`src/rtl/swgc_pkg.sv`:
```
// swgc_pkg: shared types and constants for the sliding-window gc fraction unit
// used by swgc_front, swgc_fifo, swgc_back and the top level
package swgc_pkg;

    // base class codes
    localparam logic [1:0] CLS_NONE = 2'd0;
    localparam logic [1:0] CLS_AT   = 2'd1;
    localparam logic [1:0] CLS_GC   = 2'd2;

    localparam int          LINE_DEPTH = 64;
    localparam int          LINE_AW    = 6;
    localparam logic [15:0] HALF_LEVEL = 16'd16384;

    // one job handed from front to back: window and total counts and how often to repeat the result
    typedef struct packed {
        logic [6:0]  win_gc;
        logic [6:0]  win_at;
        logic [5:0]  rep;
        logic        last;
        logic [31:0] tot_gc;
        logic [31:0] tot_at;
    } job_t;

    function automatic logic [1:0] classify(input logic [7:0] ch);
        logic [1:0] c;
        c = CLS_NONE;
        if (ch == 8'h43 || ch == 8'h63 || ch == 8'h47 || ch == 8'h67) c = CLS_GC;
        else if (ch == 8'h41 || ch == 8'h61 || ch == 8'h54 || ch == 8'h74) c = CLS_AT;
        return c;
    endfunction

endpackage

```
`src/rtl/swgc_fifo.sv`:
```
// swgc_fifo: short job queue between the front and back parts
// depends on swgc_pkg (job_t)
module swgc_fifo #(
    parameter int DEPTH = 4
) (
    input  logic          aclk,
    input  logic          aresetn,
    input  logic          push,
    input  swgc_pkg::job_t din,
    output logic          full,
    input  logic          pop,
    output swgc_pkg::job_t dout,
    output logic          empty
);
    localparam int AW = (DEPTH > 1) ? $clog2(DEPTH) : 1;

    swgc_pkg::job_t mem_reg [DEPTH];
    logic [AW-1:0]  wr_ptr_reg, rd_ptr_reg;
    logic [AW:0]    cnt_reg;

    assign full  = (cnt_reg == (AW+1)'(DEPTH));
    assign empty = (cnt_reg == '0);
    assign dout  = mem_reg[rd_ptr_reg];

    // storage
    always_ff @(posedge aclk) begin
        if (push && !full) begin
            mem_reg[wr_ptr_reg] <= din;
        end
    end

    // pointers and fill count
    always_ff @(posedge aclk) begin
        if (!aresetn) begin
            wr_ptr_reg <= '0;
            rd_ptr_reg <= '0;
            cnt_reg    <= '0;
        end else begin
            if (push && !full) begin
                wr_ptr_reg <= (wr_ptr_reg == AW'(DEPTH-1)) ? '0 : wr_ptr_reg + 1'b1;
            end
            if (pop && !empty) begin
                rd_ptr_reg <= (rd_ptr_reg == AW'(DEPTH-1)) ? '0 : rd_ptr_reg + 1'b1;
            end
            cnt_reg <= cnt_reg + (AW+1)'(push && !full) - (AW+1)'(pop && !empty);
        end
    end
endmodule

```
`src/rtl/swgc_div.sv`:
```
// swgc_div: radix-2 restoring divider, floor(num * 2^15 / den) for num <= den
// standalone, one quotient bit per cycle
module swgc_div (
    input  logic        aclk,
    input  logic        aresetn,
    input  logic        start,
    input  logic [31:0] num,
    input  logic [32:0] den,
    output logic        done,
    output logic [15:0] quo
);
    logic [33:0] rem_reg;
    logic [32:0] den_reg;
    logic [15:0] q_reg;
    logic [4:0]  cnt_reg;
    logic        busy_reg, done_reg;
    logic        ge;
    logic [33:0] rem_sub;

    assign ge      = (rem_reg >= {1'b0, den_reg});
    assign rem_sub = ge ? rem_reg - {1'b0, den_reg} : rem_reg;
    assign done    = done_reg;
    assign quo     = q_reg;

    // datapath
    always_ff @(posedge aclk) begin
        if (start && !busy_reg) begin
            rem_reg <= {2'b00, num};
            den_reg <= den;
            q_reg   <= '0;
        end else if (busy_reg) begin
            rem_reg <= {rem_sub[32:0], 1'b0};
            q_reg   <= {q_reg[14:0], ge};
        end
    end

    // step control
    always_ff @(posedge aclk) begin
        if (!aresetn) begin
            busy_reg <= 1'b0;
            done_reg <= 1'b0;
            cnt_reg  <= '0;
        end else begin
            done_reg <= 1'b0;
            if (start && !busy_reg) begin
                busy_reg <= 1'b1;
                cnt_reg  <= 5'd16;
            end else if (busy_reg) begin
                cnt_reg <= cnt_reg - 1'b1;
                if (cnt_reg == 5'd1) begin
                    busy_reg <= 1'b0;
                    done_reg <= 1'b1;
                end
            end
        end
    end
endmodule

```
`src/rtl/swgc_front.sv`:
```
// swgc_front: accepts bases, keeps the class ring and counts, queues jobs
// depends on swgc_pkg (classify, job_t, class codes)
module swgc_front (
    input  logic           aclk,
    input  logic           aresetn,
    input  logic           cfg_wr_en,
    input  logic [4:0]     cfg_wr_data,
    input  logic           in_valid,
    output logic           in_ready,
    input  logic [7:0]     in_base,
    input  logic           in_last,
    output logic           job_push,
    output swgc_pkg::job_t job,
    input  logic           job_full
);
    typedef enum logic [1:0] {
        F_IDLE = 2'b01,
        F_UPD  = 2'b10
    } fstate_t;

    fstate_t     state_reg, state_next;
    logic [4:0]  half_reg;
    logic [31:0] seen_reg, tgc_reg, tat_reg;
    logic [6:0]  wgc_reg, wat_reg;
    logic [1:0]  cls_reg, old_reg;
    logic        last_reg;
    logic [1:0]  line_mem [swgc_pkg::LINE_DEPTH];

    logic [5:0]  win;
    logic [31:0] n;
    logic        n_lt_w, n_eq_w, n_gt_w, inc_gc, inc_at, dec_gc, dec_at;
    logic [6:0]  wgc_new, wat_new;
    logic [5:0]  rep;
    logic        go;

    assign win     = {half_reg, 1'b1};
    assign in_ready = (state_reg == F_IDLE);
    assign n       = seen_reg + 32'd1;
    assign n_lt_w  = (n < {26'd0, win});
    assign n_eq_w  = (n == {26'd0, win});
    assign n_gt_w  = !n_lt_w && !n_eq_w;
    assign inc_gc  = (cls_reg == swgc_pkg::CLS_GC);
    assign inc_at  = (cls_reg == swgc_pkg::CLS_AT);
    assign dec_gc  = n_gt_w && (old_reg == swgc_pkg::CLS_GC);
    assign dec_at  = n_gt_w && (old_reg == swgc_pkg::CLS_AT);
    assign wgc_new = wgc_reg + 7'(inc_gc) - 7'(dec_gc);
    assign wat_new = wat_reg + 7'(inc_at) - 7'(dec_at);

    // results caused by this base
    always_comb begin
        if (n_lt_w) begin
            rep = last_reg ? n[5:0] : 6'd0;
        end else begin
            rep = (n_eq_w ? ({1'b0, half_reg} + 6'd1) : 6'd1)
                + (last_reg ? {1'b0, half_reg} : 6'd0);
        end
    end

    assign go       = (state_reg == F_UPD) && !(rep != 6'd0 && job_full);
    assign job_push = go && (rep != 6'd0);
    assign job.win_gc = wgc_new;
    assign job.win_at = wat_new;
    assign job.rep    = rep;
    assign job.last   = last_reg;
    assign job.tot_gc = tgc_reg + 32'(inc_gc);
    assign job.tot_at = tat_reg + 32'(inc_at);

    // class ring: write new class, read the one leaving the window
    always_ff @(posedge aclk) begin
        if (in_valid && in_ready) begin
            line_mem[seen_reg[swgc_pkg::LINE_AW-1:0]] <= swgc_pkg::classify(in_base);
            old_reg <= line_mem[seen_reg[swgc_pkg::LINE_AW-1:0] - win];
            cls_reg <= swgc_pkg::classify(in_base);
            last_reg <= in_last;
        end
    end

    // state sequencing
    always_comb begin
        state_next = state_reg;
        case (state_reg)
            F_IDLE: if (in_valid) state_next = F_UPD;
            F_UPD:  if (go) state_next = F_IDLE;
            default: state_next = F_IDLE;
        endcase
    end

    // counts and register
    always_ff @(posedge aclk) begin
        if (!aresetn) begin
            state_reg <= F_IDLE;
            half_reg  <= 5'd15;
            seen_reg  <= '0;
            tgc_reg   <= '0;
            tat_reg   <= '0;
            wgc_reg   <= '0;
            wat_reg   <= '0;
        end else begin
            state_reg <= state_next;
            if (cfg_wr_en) begin
                half_reg <= cfg_wr_data;
                seen_reg <= '0;
                tgc_reg  <= '0;
                tat_reg  <= '0;
                wgc_reg  <= '0;
                wat_reg  <= '0;
            end else if (go) begin
                if (last_reg) begin
                    seen_reg <= '0;
                    tgc_reg  <= '0;
                    tat_reg  <= '0;
                    wgc_reg  <= '0;
                    wat_reg  <= '0;
                end else begin
                    seen_reg <= n;
                    tgc_reg  <= tgc_reg + 32'(inc_gc);
                    tat_reg  <= tat_reg + 32'(inc_at);
                    wgc_reg  <= wgc_new;
                    wat_reg  <= wat_new;
                end
            end
        end
    end
endmodule

```
`src/rtl/swgc_back.sv`:
```
// swgc_back: takes jobs, divides for the levels, sends the repeated results
// depends on swgc_pkg and swgc_div
module swgc_back (
    input  logic           aclk,
    input  logic           aresetn,
    input  logic           job_empty,
    input  swgc_pkg::job_t job_in,
    output logic           job_pop,
    output logic           out_valid,
    input  logic           out_ready,
    output logic [31:0]    out_data,
    output logic           out_last
);
    typedef enum logic [3:0] {
        B_IDLE = 4'b0001,
        B_LDIV = 4'b0010,
        B_WDIV = 4'b0100,
        B_OUT  = 4'b1000
    } bstate_t;

    bstate_t        state_reg;
    swgc_pkg::job_t job_reg;
    logic [15:0]    level_reg, whole_reg;
    logic [5:0]     rep_reg;
    logic           div_start, div_done;
    logic [31:0]    div_num;
    logic [32:0]    div_den, win_sum, tot_sum;
    logic [15:0]    div_quo;

    assign win_sum = 33'(job_reg.win_gc) + 33'(job_reg.win_at);
    assign tot_sum = {1'b0, job_reg.tot_gc} + {1'b0, job_reg.tot_at};
    assign job_pop = (state_reg == B_IDLE) && !job_empty;

    // divider operands: window on pop, totals after the window level of a last job
    always_comb begin
        if (state_reg == B_IDLE) begin
            div_start = !job_empty;
            div_num   = 32'(job_in.win_gc);
            div_den   = 33'(job_in.win_gc) + 33'(job_in.win_at);
        end else begin
            div_start = (state_reg == B_LDIV) && div_done && job_reg.last;
            div_num   = job_reg.tot_gc;
            div_den   = tot_sum;
        end
    end

    swgc_div u_div (
        .aclk    (aclk),
        .aresetn (aresetn),
        .start   (div_start),
        .num     (div_num),
        .den     (div_den),
        .done    (div_done),
        .quo     (div_quo)
    );

    assign out_valid = (state_reg == B_OUT);
    assign out_last  = job_reg.last && (rep_reg == 6'd1);
    assign out_data  = {(out_last ? whole_reg : 16'd0), level_reg};

    // job sequencing
    always_ff @(posedge aclk) begin
        if (job_pop) begin
            job_reg <= job_in;
        end
        if (state_reg == B_LDIV && div_done) begin
            level_reg <= (win_sum == '0) ? swgc_pkg::HALF_LEVEL : div_quo;
        end
        if (state_reg == B_WDIV && div_done) begin
            whole_reg <= (tot_sum == '0) ? swgc_pkg::HALF_LEVEL : div_quo;
        end
    end

    always_ff @(posedge aclk) begin
        if (!aresetn) begin
            state_reg <= B_IDLE;
            rep_reg   <= '0;
        end else begin
            case (state_reg)
                B_IDLE: begin
                    if (!job_empty) begin
                        state_reg <= B_LDIV;
                        rep_reg   <= job_in.rep;
                    end
                end
                B_LDIV: begin
                    if (div_done) state_reg <= job_reg.last ? B_WDIV : B_OUT;
                end
                B_WDIV: begin
                    if (div_done) state_reg <= B_OUT;
                end
                B_OUT: begin
                    if (out_ready) begin
                        rep_reg <= rep_reg - 1'b1;
                        if (rep_reg == 6'd1) state_reg <= B_IDLE;
                    end
                end
                default: state_reg <= B_IDLE;
            endcase
        end
    end
endmodule

```
`src/rtl/sliding_window_gc_fraction_unit.sv`:
```
// sliding_window_gc_fraction_unit: top level, front, job queue and back
// sequence: the front registers a base and updates its counts; the back divides
// for the window level and, on the final base, for the whole-sequence fraction,
// then sends each result beat. The front takes no new base while in its update
// state, which waits on a full queue; the back pops no job until the last is sent
// reset: aresetn synchronous active low; half_window returns to 15, counts clear
module sliding_window_gc_fraction_unit #(
    parameter int QUEUE_DEPTH = 4
) (
    input  logic        aclk,
    input  logic        aresetn,
    input  logic        cfg_wr_en,
    input  logic [4:0]  cfg_wr_data,
    input  logic        s_tvalid,
    output logic        s_tready,
    input  logic [7:0]  s_tdata,   // base
    input  logic        s_tlast,   // last_base
    output logic        m_tvalid,
    input  logic        m_tready,
    output logic [31:0] m_tdata,   // level [15:0], whole_level [31:16]
    output logic        m_tlast    // last_result
);
    swgc_pkg::job_t push_job, pop_job;
    logic           job_push, job_full, job_pop, job_empty;

    // front: classification and window counts
    swgc_front u_front (
        .aclk        (aclk),
        .aresetn     (aresetn),
        .cfg_wr_en   (cfg_wr_en),
        .cfg_wr_data (cfg_wr_data),
        .in_valid    (s_tvalid),
        .in_ready    (s_tready),
        .in_base     (s_tdata),
        .in_last     (s_tlast),
        .job_push    (job_push),
        .job         (push_job),
        .job_full    (job_full)
    );

    // job queue
    swgc_fifo #(.DEPTH(QUEUE_DEPTH)) u_fifo (
        .aclk    (aclk),
        .aresetn (aresetn),
        .push    (job_push),
        .din     (push_job),
        .full    (job_full),
        .pop     (job_pop),
        .dout    (pop_job),
        .empty   (job_empty)
    );

    // back: divisions and result beats
    swgc_back u_back (
        .aclk      (aclk),
        .aresetn   (aresetn),
        .job_empty (job_empty),
        .job_in    (pop_job),
        .job_pop   (job_pop),
        .out_valid (m_tvalid),
        .out_ready (m_tready),
        .out_data  (m_tdata),
        .out_last  (m_tlast)
    );

`ifndef SYNTHESIS
    // no job is pushed into a full queue
    a_no_overflow: assert property (@(posedge aclk) disable iff (!aresetn)
        job_push |-> !job_full) else $error("job queue overflow");

    // a level never exceeds one
    a_level_range: assert property (@(posedge aclk) disable iff (!aresetn)
        m_tvalid |-> (m_tdata[15:0] <= 16'd32768)) else $error("level out of range");

    // whole-sequence fraction only on the final beat
    a_whole_last: assert property (@(posedge aclk) disable iff (!aresetn)
        (m_tvalid && !m_tlast) |-> (m_tdata[31:16] == 16'd0))
        else $error("whole level on non-final beat");
`endif
endmodule
```
`config.mk`:
```
export PLATFORM = sky130hd
export DESIGN_NAME = sliding_window_gc_fraction_unit
export DESIGN_NICKNAME = d
export VERILOG_FILES = /design/src/rtl/swgc_pkg.sv /design/src/rtl/swgc_fifo.sv /design/src/rtl/swgc_div.sv /design/src/rtl/swgc_front.sv /design/src/rtl/swgc_back.sv /design/src/rtl/sliding_window_gc_fraction_unit.sv
export SDC_FILE = /design/constraint.sdc
export NUM_CORES = 1
export LEC_CHECK = 0
export ABC_AREA = 1
export BUFFER_PORTS_ARGS = -buffer_cell sky130_fd_sc_hd__clkbuf_2
export CAP_MARGIN = 20
export CORE_MARGIN = 8
export CORE_UTILIZATION = 45
export CTS_BUF_LIST = sky130_fd_sc_hd__clkbuf_8
export CTS_CLUSTER_SIZE = 30
export DETAILED_ROUTE_END_ITERATION = 6
export SLEW_MARGIN = 20
export SYNTH_ARGS = -nofsm -noshare
export SYNTH_HDL_FRONTEND = slang
export SYNTH_SLANG_ARGS = --single-unit
```
`constraint.sdc`:
```
create_clock -name aclk -period 7.5 [get_ports aclk]
set_input_delay 0.375 -clock aclk [delete_from_list [all_inputs] [get_ports aclk]]
set_output_delay 0.375 -clock aclk [all_outputs]
set_load 0.03 [all_outputs]
```
==> results.md <==
- The flow ran to the end, and the final reports show no timing, DRC or antenna violations.
- The total power is 0.01637 W.
- The CTS tree is built.
- The total global-route track usage is 0.1868.
- VDD sags by at most 0.4242 mV.
- Measured along the y axis, the die boundary spans 313.8 µm.
- The largest net degree at the start of global routing is 106.
- In this run the cell area of the synthesized design comes to 39,900 µm².
- The met3 usage is 0.02961.
- The number of storage elements in the synthesis netlist is 810.
- The met1 layer usage reported by global route is 0.2459.
- The die covers 98,450 µm².
- In the final routed layout, each cell accounts on average for 16.26 µm.
- The analysis attributes to cell leakage a power of 18.61 nW.
- The cell type of the slowest stage on the worst timing path is fa_4.
- The layout has 8,235 filler cells.
- The post-synthesis cell type count is 55.
- After synthesis, the cell types taking the most area are edfxtp_1 (49%), nor2_1 (8.4%), dfxtp_1 (8.1%).
- The floorplan has 109 rows.
- The gate count of the mapped netlist is 4,387.
- The register with the most flip-flops in the layout has 340 of them.
- At the worst endpoint, the arrival time is 6.89 ns.
- The total routed wirelength is 93,570 µm.
- During placement, the flow inserted port buffers numbering 52.
- The delay of the slowest cell on the worst path is 1.00 ns.
- Dividing the detail-routed via count by the number of cells gives 5.075.
- Measured on the finished design, the core utilization comes to 0.5015.
- The category of cells accounting for the largest share of critical-path delay is simple AND/OR/NAND/NOR gates.
- The via count of the first global-routing pass is 28,080.
- The first detailed-routing pass ran for 6 iterations.
- The H-tree depth is 4.
- The longest clock path from root to sink contains 3 buffers.
- The clock transition at the registers of the reported paths is 0.06 ns.
- Setup repair after global routing left no endpoint under its margin.
- The count of buffering cells on the critical path with inverters included is 2.
- For this block, the via count after detailed routing is 29,200.
- The most common library cell in the layout ignoring fill and taps is nor2_1.
- The top cell type by total area after synthesis is edfxtp_1.
- Counting the buffers created by CTS gives 140.
- The category of the most critical setup path is register to register.
- The number of nets in the final layout is 4,622.
- The number of endpoints failing setup at the final stage is 0.
- The placed wire-length estimate is 62,270 µm.
- The congestion estimate from routability-driven global placement came to 0.8989.
- The cell area power density is 370.6 nW/µm².
- The final max-slew violation count is 0.
- Of the cells placed in the final design, the portion with a size suffix greater than 1 is 0.07087.
- The maximum clock skew at final layout is 0.03488 ns.
- The number of synthesized flops with an enable pin is 649.
- The top cell types in the final layout, fill and taps aside, are nor2_1 (887), nand2_1 (789), edfxtp_1 (649).
- The number of clock sinks is 810.
- The worst slew slack as a fraction of its limit is 0.2734.
- Along the worst path, the maximum fanout reaches 105.
- The per-instance average area after synthesis is 9.096 µm².
- Among the stages of the critical path, the cell type that occurs most often is nand2_1.
- The number of hold-slack violations in the final timing report is 0.
- The nature of the critical path endpoint is a register.
- The top-level I/O count is 54.
- The critical path starts at u_front.seen_reg[1]$_SDFFE_PP0P_.
- The number of antenna violations at the first check in global routing was 3.
- The type of the most critical hold path is primary input to register.
- The most used flip-flop cell after synthesis is edfxtp_1.
- The startpoint type of the worst setup path is a register.
- Measured along the x axis, the die boundary spans 313.8 µm.
- Summed over all layers, the global routing overflow is 0.
- The post-synth net total is 4,538.
- In the synthesized netlist the async set-or-reset flop fraction comes to 0.
- The number of max-cap violations is 0.
- At the worst endpoint, the required time is 8.18 ns.
- The startpoint identified for the worst hold timing path is s_tvalid.
- Static timing analysis puts the maximum clock frequency at 161.0 MHz.
- The total number of yosys warnings is 0.
- Subtracting the final worst setup slack from the clock period gives 6.210 ns.
- The starting density of the core is 0.4529.
- The final routed DRC violation total is 0.
- For the worst-skew pair, the clock arrives at the later sink with an insertion delay of 0.80 ns.
- On the final layout, the worst hold slack is 0.09416 ns.
- The area of the placeable core is 88,100 µm².
- For met2 alone, demand over resource in global routing was 0.3133.
- Walking the worst path, the cells encountered are inv_1, fa_4, nor3_1, nand4_1, nor3_1, nand2_1, nor3b_1, ha_1, a21oi_1, nand2_1, a21oi_1, nor2_1, nor2_1, nand4_1, nand3_1, nand2_1, nand3_2, nand2_2, nand2_8, buf_12, nand2_1, nand2_1, nor2_1.
- Of the available clock period, the critical path in the final layout requires 0.8280.
- From synthesis to final layout, the design area changed by 10.72%.
- The routing layer with the top usage in global route is met2.
- Of the post-synthesis cell area, the dominant cell type holds 0.4884.
- The sequential share of the synthesized area is 0.5692.
- For the pin with the worst max-slew slack, the measured transition is 1.090 ns.
- The clock root buffer is clkbuf_8.
- For this block, the initial DRC count from the detailed router was 2,117.
- The remaining antenna violation count is 0.
- The global-route wire length before repair is 148,700 µm.
- The startpoint identified for the worst register-to-register timing path is u_front.seen_reg[1]$_SDFFE_PP0P_.
[area by class of cell]
type,instances,area (µm²),share of cell area
clock inverters,106,561.8,0.01272
clock buffers,151,2078,0.04704
flip-flops and latches,810,22720,0.5142
multi-input cells,2899,14640,0.3313
diodes,2,5.005,0.0001133
inverters,516,1939,0.04390
well taps,1165,1458,0.03299
repair buffers,104,785.8,0.01778
[kinds of logic after synthesis]
| kind of cell | Yosys count | synth area share |
|---|---|---|
| AOI/OAI and AO/OA | 686 | 0.09661 |
| xor gates and xnor gates | 124 | 0.02722 |
| adders and majority gates | 132 | 0.04308 |
| buffers and inverters | 678 | 0.06666 |
| DFF | 810 | 0.5692 |
| and+or+nand+nor | 1957 | 0.1972 |
[what timing repair did]
action,in CTS,in global routing
hold endpoints to repair,17,0
buffers inserted,0,0
resized for setup,0,0
setup endpoints to repair,0,0
hold buffers,19,0
[final timing paths]
check / to / slack [ns] / cells past startpoint
setup / recovery: u_front.tat_reg[19]$_SDFFE_PP0P_ / 1.29 / 23
hold / removal: u_front.state_reg[0]$_SDFFE_PN1P_ / 0.09 / 4
setup reg to reg: u_front.tat_reg[19]$_SDFFE_PP0P_ / 1.29 / 23
hold reg to reg: u_back.u_div.cnt_reg[1]$_SDFFE_PP0P_ / 0.46 / 2
[cells in the mapped netlist (3+ instances only)]
library cell    n
fa_1            9
inv_2           9
nand3_1       117
nand2_2         3
a211oi_1        6
buf_1          13
nor2_2          4
buf_2          13
o21ai_1        19
o21ai_0       324
clkbuf_1      122
o22ai_1        96
o21a_1          7
buf_6           9
nor4_1         16
a21oi_1       145
a21o_1          3
o311ai_0        3
xor2_1         88
nor3_1         51
clkinv_1        5
ha_1          123
nand3_2         3
nor2_4          5
nand4_1        45
xnor2_1        36
inv_1         502
or2_2          11
a31oi_1        14
o32ai_1        32
nor2_1        896
dfxtp_1       161
o211ai_1        8
a21boi_0        4
a221oi_1        5
buf_4           4
nand2_1       791
edfxtp_1      649
and2_1          7
o21bai_1       11
[metal layers]
metal | vias to the layer above | wire, µm
met5 | - | 0
met1 | 13590 | 42830
met3 | 155 | 4150
met2 | 622 | 44290
met4 | 0 | 2300
li1 | 14830 | -
[through the flow]
stage / worst slack (ns) / setup TNS (ns) / instance area, µm² / std cells
floorplan: -0.4999 / -169.96 / 39900 / 4387
global placement: 1.496 / 0 / 41330 / 5475
detailed placement: 1.349 / 0 / 41330 / 5475
CTS: 1.299 / 0 / 44160 / 5751
global route: 0.6918 / 0 / 44180 / 5753
finish: 1.290 / 0 / 44180 / 5753
[report_power, final]
group          internal [W]  total [W]  switching [W]
Clock               0.00197    0.00379        0.00182
Sequential          0.00579    0.00612       0.000331
Combinational       0.00213    0.00646        0.00433
[worst reg2reg max path, stage by stage (launching register included)]
cell	delay (ns)
dfxtp_1	0.55
inv_1	0.25
fa_4	1.00
nor3_1	0.33
nand4_1	0.12
nor3_1	0.46
nand2_1	0.24
nor3b_1	0.24
ha_1	0.31
a21oi_1	0.15
nand2_1	0.09
a21oi_1	0.13
nor2_1	0.05
nor2_1	0.12
nand4_1	0.11
nand3_1	0.10
nand2_1	0.09
nand3_2	0.09
nand2_2	0.32
nand2_8	0.62
buf_12	0.42
nand2_1	0.17
nand2_1	0.08
nor2_1	0.05
Note: power is estimated with default switching activity, not from simulation.
